<file path="src/rtl/assert_macros.svh">
// Assertion macros shared by the RTL of the windowed average scaler.
// No dependencies.
`ifndef ASSERT_MACROS_SVH
`define ASSERT_MACROS_SVH

// Property must hold at every clock edge outside reset.
`define ASSERT_SYNC(lbl, clk, rstn, prop) \
    lbl: assert property (@(posedge clk) disable iff (!rstn) (prop)) \
        else $error("assertion failed");

// Condition must never be seen at a clock edge outside reset.
`define ASSERT_NEVER(lbl, clk, rstn, cond) \
    lbl: assert property (@(posedge clk) disable iff (!rstn) !(cond)) \
        else $error("forbidden condition seen");

`endif

</file>
<file path="src/rtl/was_pkg.sv">
// Shared constants and types of the windowed average scaler.
// No dependencies.
package was_pkg;

    localparam int WINDOW    = 50;
    localparam int SLOT_W    = $clog2(WINDOW);
    localparam int CNT_W     = $clog2(WINDOW + 1);
    localparam int SAMPLE_W  = 16;
    localparam int SUM_W     = 22;
    localparam int HALF_W    = 14;
    localparam int POS_W     = 8;
    // Serial divider: dividend covers |sum| and the scaled offset (15 bits times 255).
    localparam int DIV_W     = 23;
    localparam int DEN_W     = HALF_W + 1;
    localparam int ADDR_W    = 3;

    localparam logic ACT_PUSH    = 1'b0;
    localparam logic ACT_REQUEST = 1'b1;

    localparam logic REG_CENTRE = 1'b0;
    localparam logic REG_HALF   = 1'b1;

    localparam logic signed [SAMPLE_W-1:0] CENTRE_RST = -16'sd18;
    localparam logic [HALF_W-1:0]          HALF_RST   = 14'd82;

    typedef struct packed {
        logic             start;
        logic [DIV_W-1:0] num;
        logic [DEN_W-1:0] den;
    } t_div_req;

    typedef struct packed {
        logic             done;
        logic [DIV_W-1:0] quot;
    } t_div_rsp;

endpackage

</file>
<file path="src/rtl/was_ram.sv">
// Generic single-write, single-read RAM with registered read data.
// No dependencies.
module was_ram #(
    parameter int WIDTH = 16,
    parameter int DEPTH = 50
) (
    input  logic                     i_clk,
    input  logic                     i_we,
    input  logic [$clog2(DEPTH)-1:0] i_waddr,
    input  logic [WIDTH-1:0]         i_wdata,
    input  logic [$clog2(DEPTH)-1:0] i_raddr,
    output logic [WIDTH-1:0]         o_rdata
);

    logic [WIDTH-1:0] r_mem [DEPTH];
    logic [WIDTH-1:0] r_rdata;

    always_ff @(posedge i_clk) begin
        if (i_we) begin
            r_mem[i_waddr] <= i_wdata;
        end
        r_rdata <= r_mem[i_raddr];
    end

    assign o_rdata = r_rdata;

endmodule

</file>
<file path="src/rtl/was_div.sv">
// Restoring serial divider, one quotient bit per cycle.
// Depends on was_pkg.
module was_div
    import was_pkg::*;
(
    input  logic     i_clk,
    input  logic     i_rst_n,
    input  t_div_req i_req,
    output t_div_rsp o_rsp
);

    localparam int STEP_W = $clog2(DIV_W);

    logic              r_busy;
    logic              r_done;
    logic [STEP_W-1:0] r_step;
    logic [DIV_W-1:0]  r_num;
    logic [DEN_W-1:0]  r_den;
    logic [DEN_W-1:0]  r_rem;

    logic [DEN_W:0]    n_trial;
    logic              n_qbit;
    logic [DEN_W-1:0]  n_rem;

    always_comb begin
        n_trial = {r_rem, r_num[DIV_W-1]};
        n_qbit  = (n_trial >= {1'b0, r_den});
        n_rem   = n_qbit ? DEN_W'(n_trial - {1'b0, r_den}) : n_trial[DEN_W-1:0];
    end

    always_ff @(posedge i_clk) begin
        if (!i_rst_n) begin
            r_busy <= 1'b0;
            r_done <= 1'b0;
            r_step <= '0;
        end else begin
            r_done <= 1'b0;
            if (i_req.start) begin
                r_busy <= 1'b1;
                r_step <= '0;
                r_num  <= i_req.num;
                r_den  <= i_req.den;
                r_rem  <= '0;
            end else if (r_busy) begin
                r_rem  <= n_rem;
                r_num  <= {r_num[DIV_W-2:0], n_qbit};
                r_step <= r_step + 1'b1;
                if (r_step == STEP_W'(DIV_W - 1)) begin
                    r_busy <= 1'b0;
                    r_done <= 1'b1;
                end
            end
        end
    end

    assign o_rsp.done = r_done;
    assign o_rsp.quot = r_num;

endmodule

</file>
<file path="src/rtl/windowed_average_axis_scaler_core.sv">
// Push transfer: ring read (S_READ), then update (S_UPD), then input ready again.
// Request transfer: mean division (S_AVGW), position division (S_POSW, skipped
// if half_span is 0), then S_OUT: result valid and input ready, later if one waits.
// Reset (synchronous, active low): ring reads as zero through per-slot valid bits,
// sum, count and slot cleared, axis_centre = -18, half_span = 82. No clearing pass.
// Depends on was_pkg, was_ram, was_div (one shared serial divider), assert_macros.svh.
`include "assert_macros.svh"

module windowed_average_axis_scaler_core
    import was_pkg::*;
(
    input  logic                i_clk,
    input  logic                i_rst_n,
    // stream in
    input  logic                i_s_tvalid,
    output logic                o_s_tready,
    input  logic [15:0]         i_s_tdata,   // [15:0] sample
    input  logic                i_s_tuser,   // [0] action
    // stream out
    output logic                o_m_tvalid,
    input  logic                i_m_tready,
    output logic [23:0]         o_m_tdata,   // [15:0] average, [23:16] position
    // config
    input  logic                i_psel,
    input  logic                i_penable,
    input  logic                i_pwrite,
    input  logic [ADDR_W-1:0]   i_paddr,
    input  logic [31:0]         i_pwdata,
    output logic [31:0]         o_prdata,
    output logic                o_pready
);

    typedef enum logic [2:0] {
        S_IDLE, S_READ, S_UPD, S_AVG, S_AVGW, S_SCALE, S_POSW, S_OUT
    } t_state;

    t_state                      r_state;
    logic signed [SAMPLE_W-1:0]  r_centre;
    logic [HALF_W-1:0]           r_half;
    logic [WINDOW-1:0]           r_valid;
    logic [SLOT_W-1:0]           r_slot;
    logic [CNT_W-1:0]            r_count;
    logic signed [SUM_W-1:0]     r_sum;
    logic signed [SAMPLE_W-1:0]  r_sample;
    logic signed [SAMPLE_W-1:0]  r_avg;
    logic [POS_W-1:0]            r_pos;
    logic                        r_out_valid;
    logic [23:0]                 r_out_data;

    logic [SAMPLE_W-1:0]         ram_rdata;
    logic                        ram_we;
    t_div_req                    div_req;
    t_div_rsp                    div_rsp;

    logic                        cfg_write;
    logic                        in_xfer;
    logic signed [SAMPLE_W-1:0]  n_old;
    logic signed [SUM_W-1:0]     n_sum;
    logic [SUM_W-1:0]            n_mag;
    logic signed [SAMPLE_W-1:0]  n_avg;
    logic signed [17:0]          n_lo;
    logic signed [17:0]          n_hi;
    logic signed [17:0]          n_x;
    logic [17:0]                 n_off;
    logic [DIV_W-1:0]            n_prod;

    assign cfg_write  = i_psel && i_penable && i_pwrite;
    assign o_pready   = 1'b1;
    assign o_prdata   = (i_paddr[2] == REG_HALF) ? {18'd0, r_half}
                                                 : {{16{r_centre[15]}}, r_centre};
    assign o_s_tready = (r_state == S_IDLE);
    assign in_xfer    = i_s_tvalid && o_s_tready;
    assign o_m_tvalid = r_out_valid;
    assign o_m_tdata  = r_out_data;

    assign ram_we = (r_state == S_UPD);

    was_ram #(
        .WIDTH(SAMPLE_W),
        .DEPTH(WINDOW)
    ) u_ring (
        .i_clk  (i_clk),
        .i_we   (ram_we),
        .i_waddr(r_slot),
        .i_wdata(r_sample),
        .i_raddr(r_slot),
        .o_rdata(ram_rdata)
    );

    was_div u_div (
        .i_clk  (i_clk),
        .i_rst_n(i_rst_n),
        .i_req  (div_req),
        .o_rsp  (div_rsp)
    );

    always_comb begin
        // never-written slots read as zero
        n_old = r_valid[r_slot] ? $signed(ram_rdata) : '0;
        n_sum = r_sum - SUM_W'(n_old) + SUM_W'(r_sample);
        n_mag = r_sum[SUM_W-1] ? SUM_W'(-r_sum) : SUM_W'(r_sum);
        n_avg = r_sum[SUM_W-1] ? SAMPLE_W'(-div_rsp.quot) : SAMPLE_W'(div_rsp.quot);

        // clamp bounds at full width, then offset * 255 as shift and subtract
        n_lo   = 18'(r_centre) - $signed({4'd0, r_half});
        n_hi   = 18'(r_centre) + $signed({4'd0, r_half});
        n_x    = 18'(r_avg);
        if (n_x < n_lo) begin
            n_x = n_lo;
        end
        if (n_x > n_hi) begin
            n_x = n_hi;
        end
        n_off  = 18'(n_x - n_lo);
        n_prod = {n_off[14:0], 8'd0} - DIV_W'(n_off[14:0]);

        div_req.start = 1'b0;
        div_req.num   = {1'b0, n_mag};
        div_req.den   = (r_count == '0) ? DEN_W'(1) : DEN_W'(r_count);
        if (r_state == S_AVG) begin
            div_req.start = 1'b1;
        end else if (r_state == S_SCALE) begin
            div_req.start = (r_half != '0);
            div_req.num   = n_prod;
            div_req.den   = {r_half, 1'b0};
        end
    end

    always_ff @(posedge i_clk) begin
        if (!i_rst_n) begin
            r_state     <= S_IDLE;
            r_centre    <= CENTRE_RST;
            r_half      <= HALF_RST;
            r_valid     <= '0;
            r_slot      <= '0;
            r_count     <= '0;
            r_sum       <= '0;
            r_out_valid <= 1'b0;
        end else begin
            if (cfg_write) begin
                if (i_paddr[2] == REG_CENTRE) begin
                    r_centre <= $signed(i_pwdata[15:0]);
                end else begin
                    r_half <= i_pwdata[HALF_W-1:0];
                end
            end

            // S_OUT reloads the output stage itself
            if (r_out_valid && i_m_tready && r_state != S_OUT) begin
                r_out_valid <= 1'b0;
            end

            case (r_state)
                S_IDLE: begin
                    if (in_xfer) begin
                        r_sample <= $signed(i_s_tdata);
                        r_state  <= (i_s_tuser == ACT_PUSH) ? S_READ : S_AVG;
                    end
                end
                S_READ: begin
                    r_state <= S_UPD;
                end
                S_UPD: begin
                    r_sum          <= n_sum;
                    r_valid[r_slot] <= 1'b1;
                    r_slot  <= (r_slot == SLOT_W'(WINDOW - 1)) ? '0 : r_slot + 1'b1;
                    if (r_count != CNT_W'(WINDOW)) begin
                        r_count <= r_count + 1'b1;
                    end
                    r_state <= S_IDLE;
                end
                S_AVG: begin
                    r_state <= S_AVGW;
                end
                S_AVGW: begin
                    if (div_rsp.done) begin
                        r_avg   <= n_avg;
                        r_state <= S_SCALE;
                    end
                end
                S_SCALE: begin
                    if (r_half == '0) begin
                        r_pos   <= '0;
                        r_state <= S_OUT;
                    end else begin
                        r_state <= S_POSW;
                    end
                end
                S_POSW: begin
                    if (div_rsp.done) begin
                        r_pos   <= div_rsp.quot[POS_W-1:0];
                        r_state <= S_OUT;
                    end
                end
                S_OUT: begin
                    if (!r_out_valid || i_m_tready) begin
                        r_out_valid <= 1'b1;
                        r_out_data  <= {r_pos, r_avg};
                        r_state     <= S_IDLE;
                    end
                end
                default: begin
                    r_state <= S_IDLE;
                end
            endcase
        end
    end

    `ASSERT_NEVER(a_count_range, i_clk, i_rst_n, r_count > CNT_W'(WINDOW))
    `ASSERT_NEVER(a_slot_range, i_clk, i_rst_n, r_slot > SLOT_W'(WINDOW - 1))
    `ASSERT_SYNC(a_result_from_out, i_clk, i_rst_n,
        $rose(r_out_valid) |-> $past(r_state == S_OUT))
    `ASSERT_SYNC(a_done_in_wait, i_clk, i_rst_n,
        div_rsp.done |-> (r_state == S_AVGW || r_state == S_POSW))

endmodule

</file>
<file path="config.mk">
export PLATFORM = sky130hd
export DESIGN_NAME = windowed_average_axis_scaler_core
export DESIGN_NICKNAME = d
export VERILOG_FILES = /design/src/rtl/was_pkg.sv /design/src/rtl/was_ram.sv /design/src/rtl/was_div.sv /design/src/rtl/windowed_average_axis_scaler_core.sv
export VERILOG_INCLUDE_DIRS = /design/src /design/src/rtl
export SDC_FILE = /design/constraint.sdc
export NUM_CORES = 2
export LEC_CHECK = 0
export BUFFER_PORTS_ARGS = -buffer_cell sky130_fd_sc_hd__buf_4
export CAP_MARGIN = 20
export CELL_PAD_IN_SITES_DETAIL_PLACEMENT = 0
export CELL_PAD_IN_SITES_GLOBAL_PLACEMENT = 1
export CORE_MARGIN = 1.5
export CORE_UTILIZATION = 53
export DETAILED_ROUTE_END_ITERATION = 10
export HOLD_SLACK_MARGIN = 0.08
export PLACE_DENSITY_LB_ADDON = 0.05
export SLEW_MARGIN = 20
export SYNTH_ARGS = -nofsm -noshare
export SYNTH_HDL_FRONTEND = slang
export SYNTH_HIERARCHICAL = 1
export SYNTH_SLANG_ARGS = --single-unit
</file>
<file path="constraint.sdc">
create_clock -name i_clk -period 16.3 [get_ports i_clk]
set_input_delay 1.63 -clock i_clk [delete_from_list [all_inputs] [get_ports i_clk]]
set_output_delay 1.63 -clock i_clk [all_outputs]
set_load 0.02 [all_outputs]
</file>
**After elaboration in Yosys (flattened, before gate mapping)**

Memories as Yosys holds them, arrays and structs flattened. A register that Yosys moved wholly into a read port is not among the register bits.
Cells that the tools add are included.

- $lt $le $gt $ge: 5
- Reduce and logical (&&, ||, !) cells: 26
- Add/sub/neg operators: 12
- Mux-type cells: 38
- Bitwise operators: 4
- Equal/unequal tests: 16

Operator list:

| kind | number |
|---|---|
| OR 50 bit | 1 |
| two-way mux 23 bit | 2 |
| two-way mux 15 bit | 3 |
| two-way mux 39 bit | 1 |
| two-way mux 38 bit | 1 |
| two-way mux 16 bit | 2 |
| two-way mux 32 bit | 1 |
| subtractor 15 bit | 2 |
| one-hot mux 3 bit (8 select lines) | 1 |
| subtractor 23 x 15 -> 23 bit | 1 |
| adder 22 x 16 -> 22 bit | 1 |
| two-way mux 22 bit | 1 |
| negation 22 bit | 1 |
| subtractor 22 x 16 -> 22 bit | 1 |
| greater-than comparator 18 x 17 -> 1 bit | 1 |
| two-way mux 18 bit | 1 |
| adder 16 x 15 -> 17 bit | 1 |
| < comparator 16 x 17 -> 1 bit | 1 |
| subtractor 16 x 15 -> 17 bit | 1 |
| >= comparator 16 x 15 -> 1 bit | 1 |
| two-way mux 8 bit | 2 |
| negation 16 bit | 1 |
| one-hot mux 8 bit (2 select lines) | 1 |
| logical NOT 14 bit | 1 |
| other kinds (32) | 71 |

- Bits in writable memories: 800
- Memories: 1
- Register bits after elaboration: 242
- Word-level logic and storage cells: 120
- Input bits: 59
- Output and inout bits: 59

Memories:

| name | depth | width | read ports | clocked after memory_dff | wr ports | RTL line | RTL |
|---|---|---|---|---|---|---|---|
| u_ring.r_mem | 50 | 16 | 1 | 1 | 1 | was_ram.sv:15 | `logic [WIDTH-1:0] r_mem [DEPTH];` |

**Logic depth before layout (Yosys ltp)**

- Word-level depth: 11
- Depth in mapped cells: 55
- Mapped depth without buffers: 54

**Modules after synthesis**

Netlist, hierarchy kept.

Modules (own cells, without submodules):

| module | area each (um2) | cells an instance | sequential area each (um2) | instances |
|---|---|---|---|---|
| was_ram | 31,694.1 | 1,650 | 24,343.3 | 1 |
| windowed_average_axis_scaler_core | 14,198.6 | 1,689 | 4,284.1 | 1 |
| was_div | 3,223.1 | 266 | 1,731.7 | 1 |

**Worst setup path before layout**

OpenSTA, ideal clock, no wires.

- Path kind: register -> register
- Start: register r_half[1]
- End: register u_div.r_num[21] (data pin)
- Library setup time: 0.260 ns
- Setup slack: 4.422 ns
- Buffers on the path: 2
- Clock period less this slack: 11.878 ns
- Arrival time: 11.618 ns
- Required time: 16.040 ns
- Stages on the path, launching flop included: 53
- Path through: dfxtp_1 inv_1 ha_1 nor2b_1 o31a_1 o41a_1 a221oi_4 o21bai_1 a21oi_1 nor2b_1 nor3_1 xnor2_1 ha_1 and4_1 a21o_1 o31ai_1 o221ai_2 nor2_2 [... 17 more ...] o21bai_1 a21oi_1 o21bai_1 a21oi_1 o21ai_0 inv_1 o31ai_1 o211ai_1 and3b_1 ha_1 or3_1 or4_1 o311ai_0 nor2_1 and4b_1 xor2_1 o21ai_1 mux2_2

RTL lines:

| item | RTL line | RTL |
|---|---|---|
| from (decl) | windowed_average_axis_scaler_core.sv:39 | `logic [HALF_W-1:0] r_half;` |
| from (signal assigned) | windowed_average_axis_scaler_core.sv:144 | `r_half <= i_pwdata[HALF_W-1:0];` |
| to (signal assigned) | was_div.sv:41 | `r_num <= i_req.num;` |
| to (signal assigned) | was_div.sv:46 | `r_num <= {r_num[DIV_W-2:0], n_qbit};` |
| to (decl) | was_div.sv:17 | `logic [DIV_W-1:0] r_num;` |

==> out/qor.yml <==
status:
  run_status: "complete, no violations"
logic_synthesis:
  synth_cell_type_count: 102
  synth_edf_count: 917
  synth_area_sq_um: 49100
  async_flop_share: 0
  synthesis.nets: 3813
  synth_warnings: 6
  ys_seq_elements: 1058
  yosys_most_used_dff: "edfxtp_1"
  synth_cells: 3605
  syn_avg_cell_area_sq_um: 13.6
  ys_seq_area_frac: 0.618
layout:
  num_antenna_cells: 0
  final_common_cell: "edfxtp_1"
  mostFrequentLayoutCells: "edfxtp_1, mux2i_1, nand2_1"
  drive_gt1_frac: 0.140
  final_nets: 3910
  syn2layout_area_growth_pct: 11.0
clock_network:
  postCtsSetupRepairBufs: 0
  cts_tree: "yes"
  cts_resized: 0
  path_clk_slew_ps: 60
  worstSkewPairLatency_ps: 700
  root_buffer: "clkbuf_16"
  clockBufferDepth: 3
  numCtsBuffers: 107
  htree_num_levels: 3
  clock_sinks: 1058
  postCtsHoldBufs: 0
placement:
  portBuffers: 98
  gp_congestion: 0.855
  pre_cts_ws_ps: 2440
  dp.final_hpwl_um: 83400
route:
  wl_um: 126000
  wl_per_cell_um: 25.1
  drc_errors: 0
  dr.pass1.iters: 5
  vias: 30089
  drt-initial-drc-count: 2892
  final_antenna_net_count: 0
  routed_via_density: 5.98
global_route:
  grt_pass1_vias: 29543
  overflow: 0
  antenna_found_initial: 1
  grt_pass1_wl_um: 189000
  grt_max_degree: 133
  grt_use_total: 0.269
power_and_ir_drop:
  p_leak_uw: 0.0183
  irDropWorstVdd_mv: 0.200
  p_sw_uw: 2820
  p_int_uw: 5560
  power_frac_seq: 0.383
  p_clk_frac: 0.286
  swShare: 0.336
  comb_power_share: 0.331
  cellPowerDensity_nw_per_um2: 154
timing:
  min_period_ps: 13770
  setup_ws_ps: 2530
  worst_pin_slew_ps: 1120
  final.setup.tns_ps: 0
  fmax_ghz: 0.0726
  drv_slew: 0
  setup_viol: 0
  slew_headroom: 0.254
  fin_worst_skew_ps: 36.4
  period_share: 0.845
  hold_viol: 0
  grt_setup_unrepaired: "no"
critical_path:
  cp.required_ps: 16720
  crit_arrival_ps: 14190
  cp_slowest_stage_delay_ps: 620
  cp_common_cell: "ha_1"
  cp_max_fo: 24
  cp-end-kind: "flop"
  start_kind: "flop"
  slowest_stage: "a211oi_1"
  critPathKind: "flop to flop"
die:
  rows: 111
  fp.coreArea_sq_um: 91800
  die_y_um: 307
  die_area_sq_um: 94500
  pin_count: 118
  die_w_um: 307
  start_util: 0.535
min_path:
  worstHoldPathType: "flop to flop"
run:
  drv_cap: 0
## per-stage QoR
| step | power [uW] | instance area [sq um] | std cells | util | hold slack, ps |
|---|---|---|---|---|---|
| floorplan | 5310 | 49100 | 3605 | - | 400 |
| global placement | 5990 | 51000 | 4836 | 0.556 | 401 |
| detailed placement | 6030 | 51000 | 4836 | 0.556 | 405 |
| CTS | 8440 | 54500 | 5031 | 0.594 | 419 |
| global route | 8810 | 54500 | 5031 | 0.594 | 422 |
| finish | 8380 | 54500 | 5031 | 0.594 | 419 |
## synthesized netlist by cell type, types with 26 or more instances
library cell,count,area (sq um)
and2_1,49,307
a22o_1,40,350
o21ai_0,81,405
mux2_2,59,664
xor2_1,30,263
edfxtp_1,917,27500
clkbuf_1,83,312
xnor2_1,97,850
a31oi_1,34,213
mux2i_1,313,3130
a21oi_1,145,726
inv_1,172,646
nand3_1,61,305
nand2_1,204,766
nor2b_1,70,438
a21boi_0,26,195
nor3_1,58,290
dfxtp_1,141,2820
ha_1,124,1550
buf_4,47,353
nand4_1,28,175
mux4_2,56,1260
a22oi_1,86,646
nor2_1,220,826
a211oi_1,27,203
o21a_1,30,225
## per-layer routing
| metal | global-route usage | wire (um) | vias to the layer above |
|---|---|---|---|
| met5 | 0 | 13 | - |
| met2 | 0.439 | 60800 | 920 |
| met1 | 0.373 | 54400 | 15201 |
| met4 | 0.0911 | 4110 | 2 |
| met3 | 0.0354 | 6990 | 177 |
| li1 | - | - | 13789 |
## power groups by stage
| stage | clock network [uW] | registers [uW] | logic, uW |
|---|---|---|---|
| finish | 2400 | 3210 | 2770 |
| global route | 2540 | 3220 | 3040 |
| CTS | 2450 | 3210 | 2780 |
| detailed placement | 0 | 3270 | 2770 |
| global placement | 0 | 3260 | 2730 |
| floorplan | 0 | 3230 | 2080 |
## kinds of logic (layout without fill, tap and decap cells)
kind of cell,count (synthesis),after routing,synth area share
buf+inv,361,544,0.0356
simple gates,822,822,0.0831
xor+xnor,127,127,0.0226
mux,428,428,0.103
compound gates,653,653,0.0945
flops,1058,1058,0.618
other cells,1,1,0.0000764
fa+ha+maj,155,155,0.0430
## flip-flops by register name (all words and copies together), names as in the netlist, 3 cells and up
name and cells:
o_m_tdata 24, r_avg 16, r_centre 16, r_count 6, r_half 14, r_pos 8
r_sample 16, r_slot 6, r_state 3, r_sum 22, r_valid 50, u_div/r_den 15
u_div/r_num 23, u_div/r_rem 15, u_div/r_step 5, u_ring/o_rdata 16, u_ring/r_mem 800
## area by class of cell
class	count	area, sq um
flip-flops and latches	1058	30400
multi-input cells	2186	17100
well taps	1243	1560
repair buffers	175	1340
clock buffers	138	2870
clock inverters	57	578
fillers	7088	37300
inverters	174	653
## path summary, 6_finish.rpt
path	from	endpoint	slack, ps	cells past startpoint
max	r_centre[0]$_SDFFE_PN0P_	u_div/r_num[22]$_DFFE_PP_	2530	52
min	r_pos[6]$_SDFFCE_PN0P_	o_m_tdata[22]$_DFFE_PP_	420	0
min reg2reg	r_pos[6]$_SDFFCE_PN0P_	o_m_tdata[22]$_DFFE_PP_	420	0
max reg2reg	r_centre[0]$_SDFFE_PN0P_	u_div/r_num[22]$_DFFE_PP_	2530	52
## critical path, delay by kind of cell (launching register included)
kind	cells	cell delay (ps)
mux	3	1120
buf+inv	4	630
flops	1	350
xor+xnor	1	550
simple gates	15	4030
fa+ha+maj	7	2020
compound gates	22	4790
No activity file was read; power rests on OpenSTA's default activity.
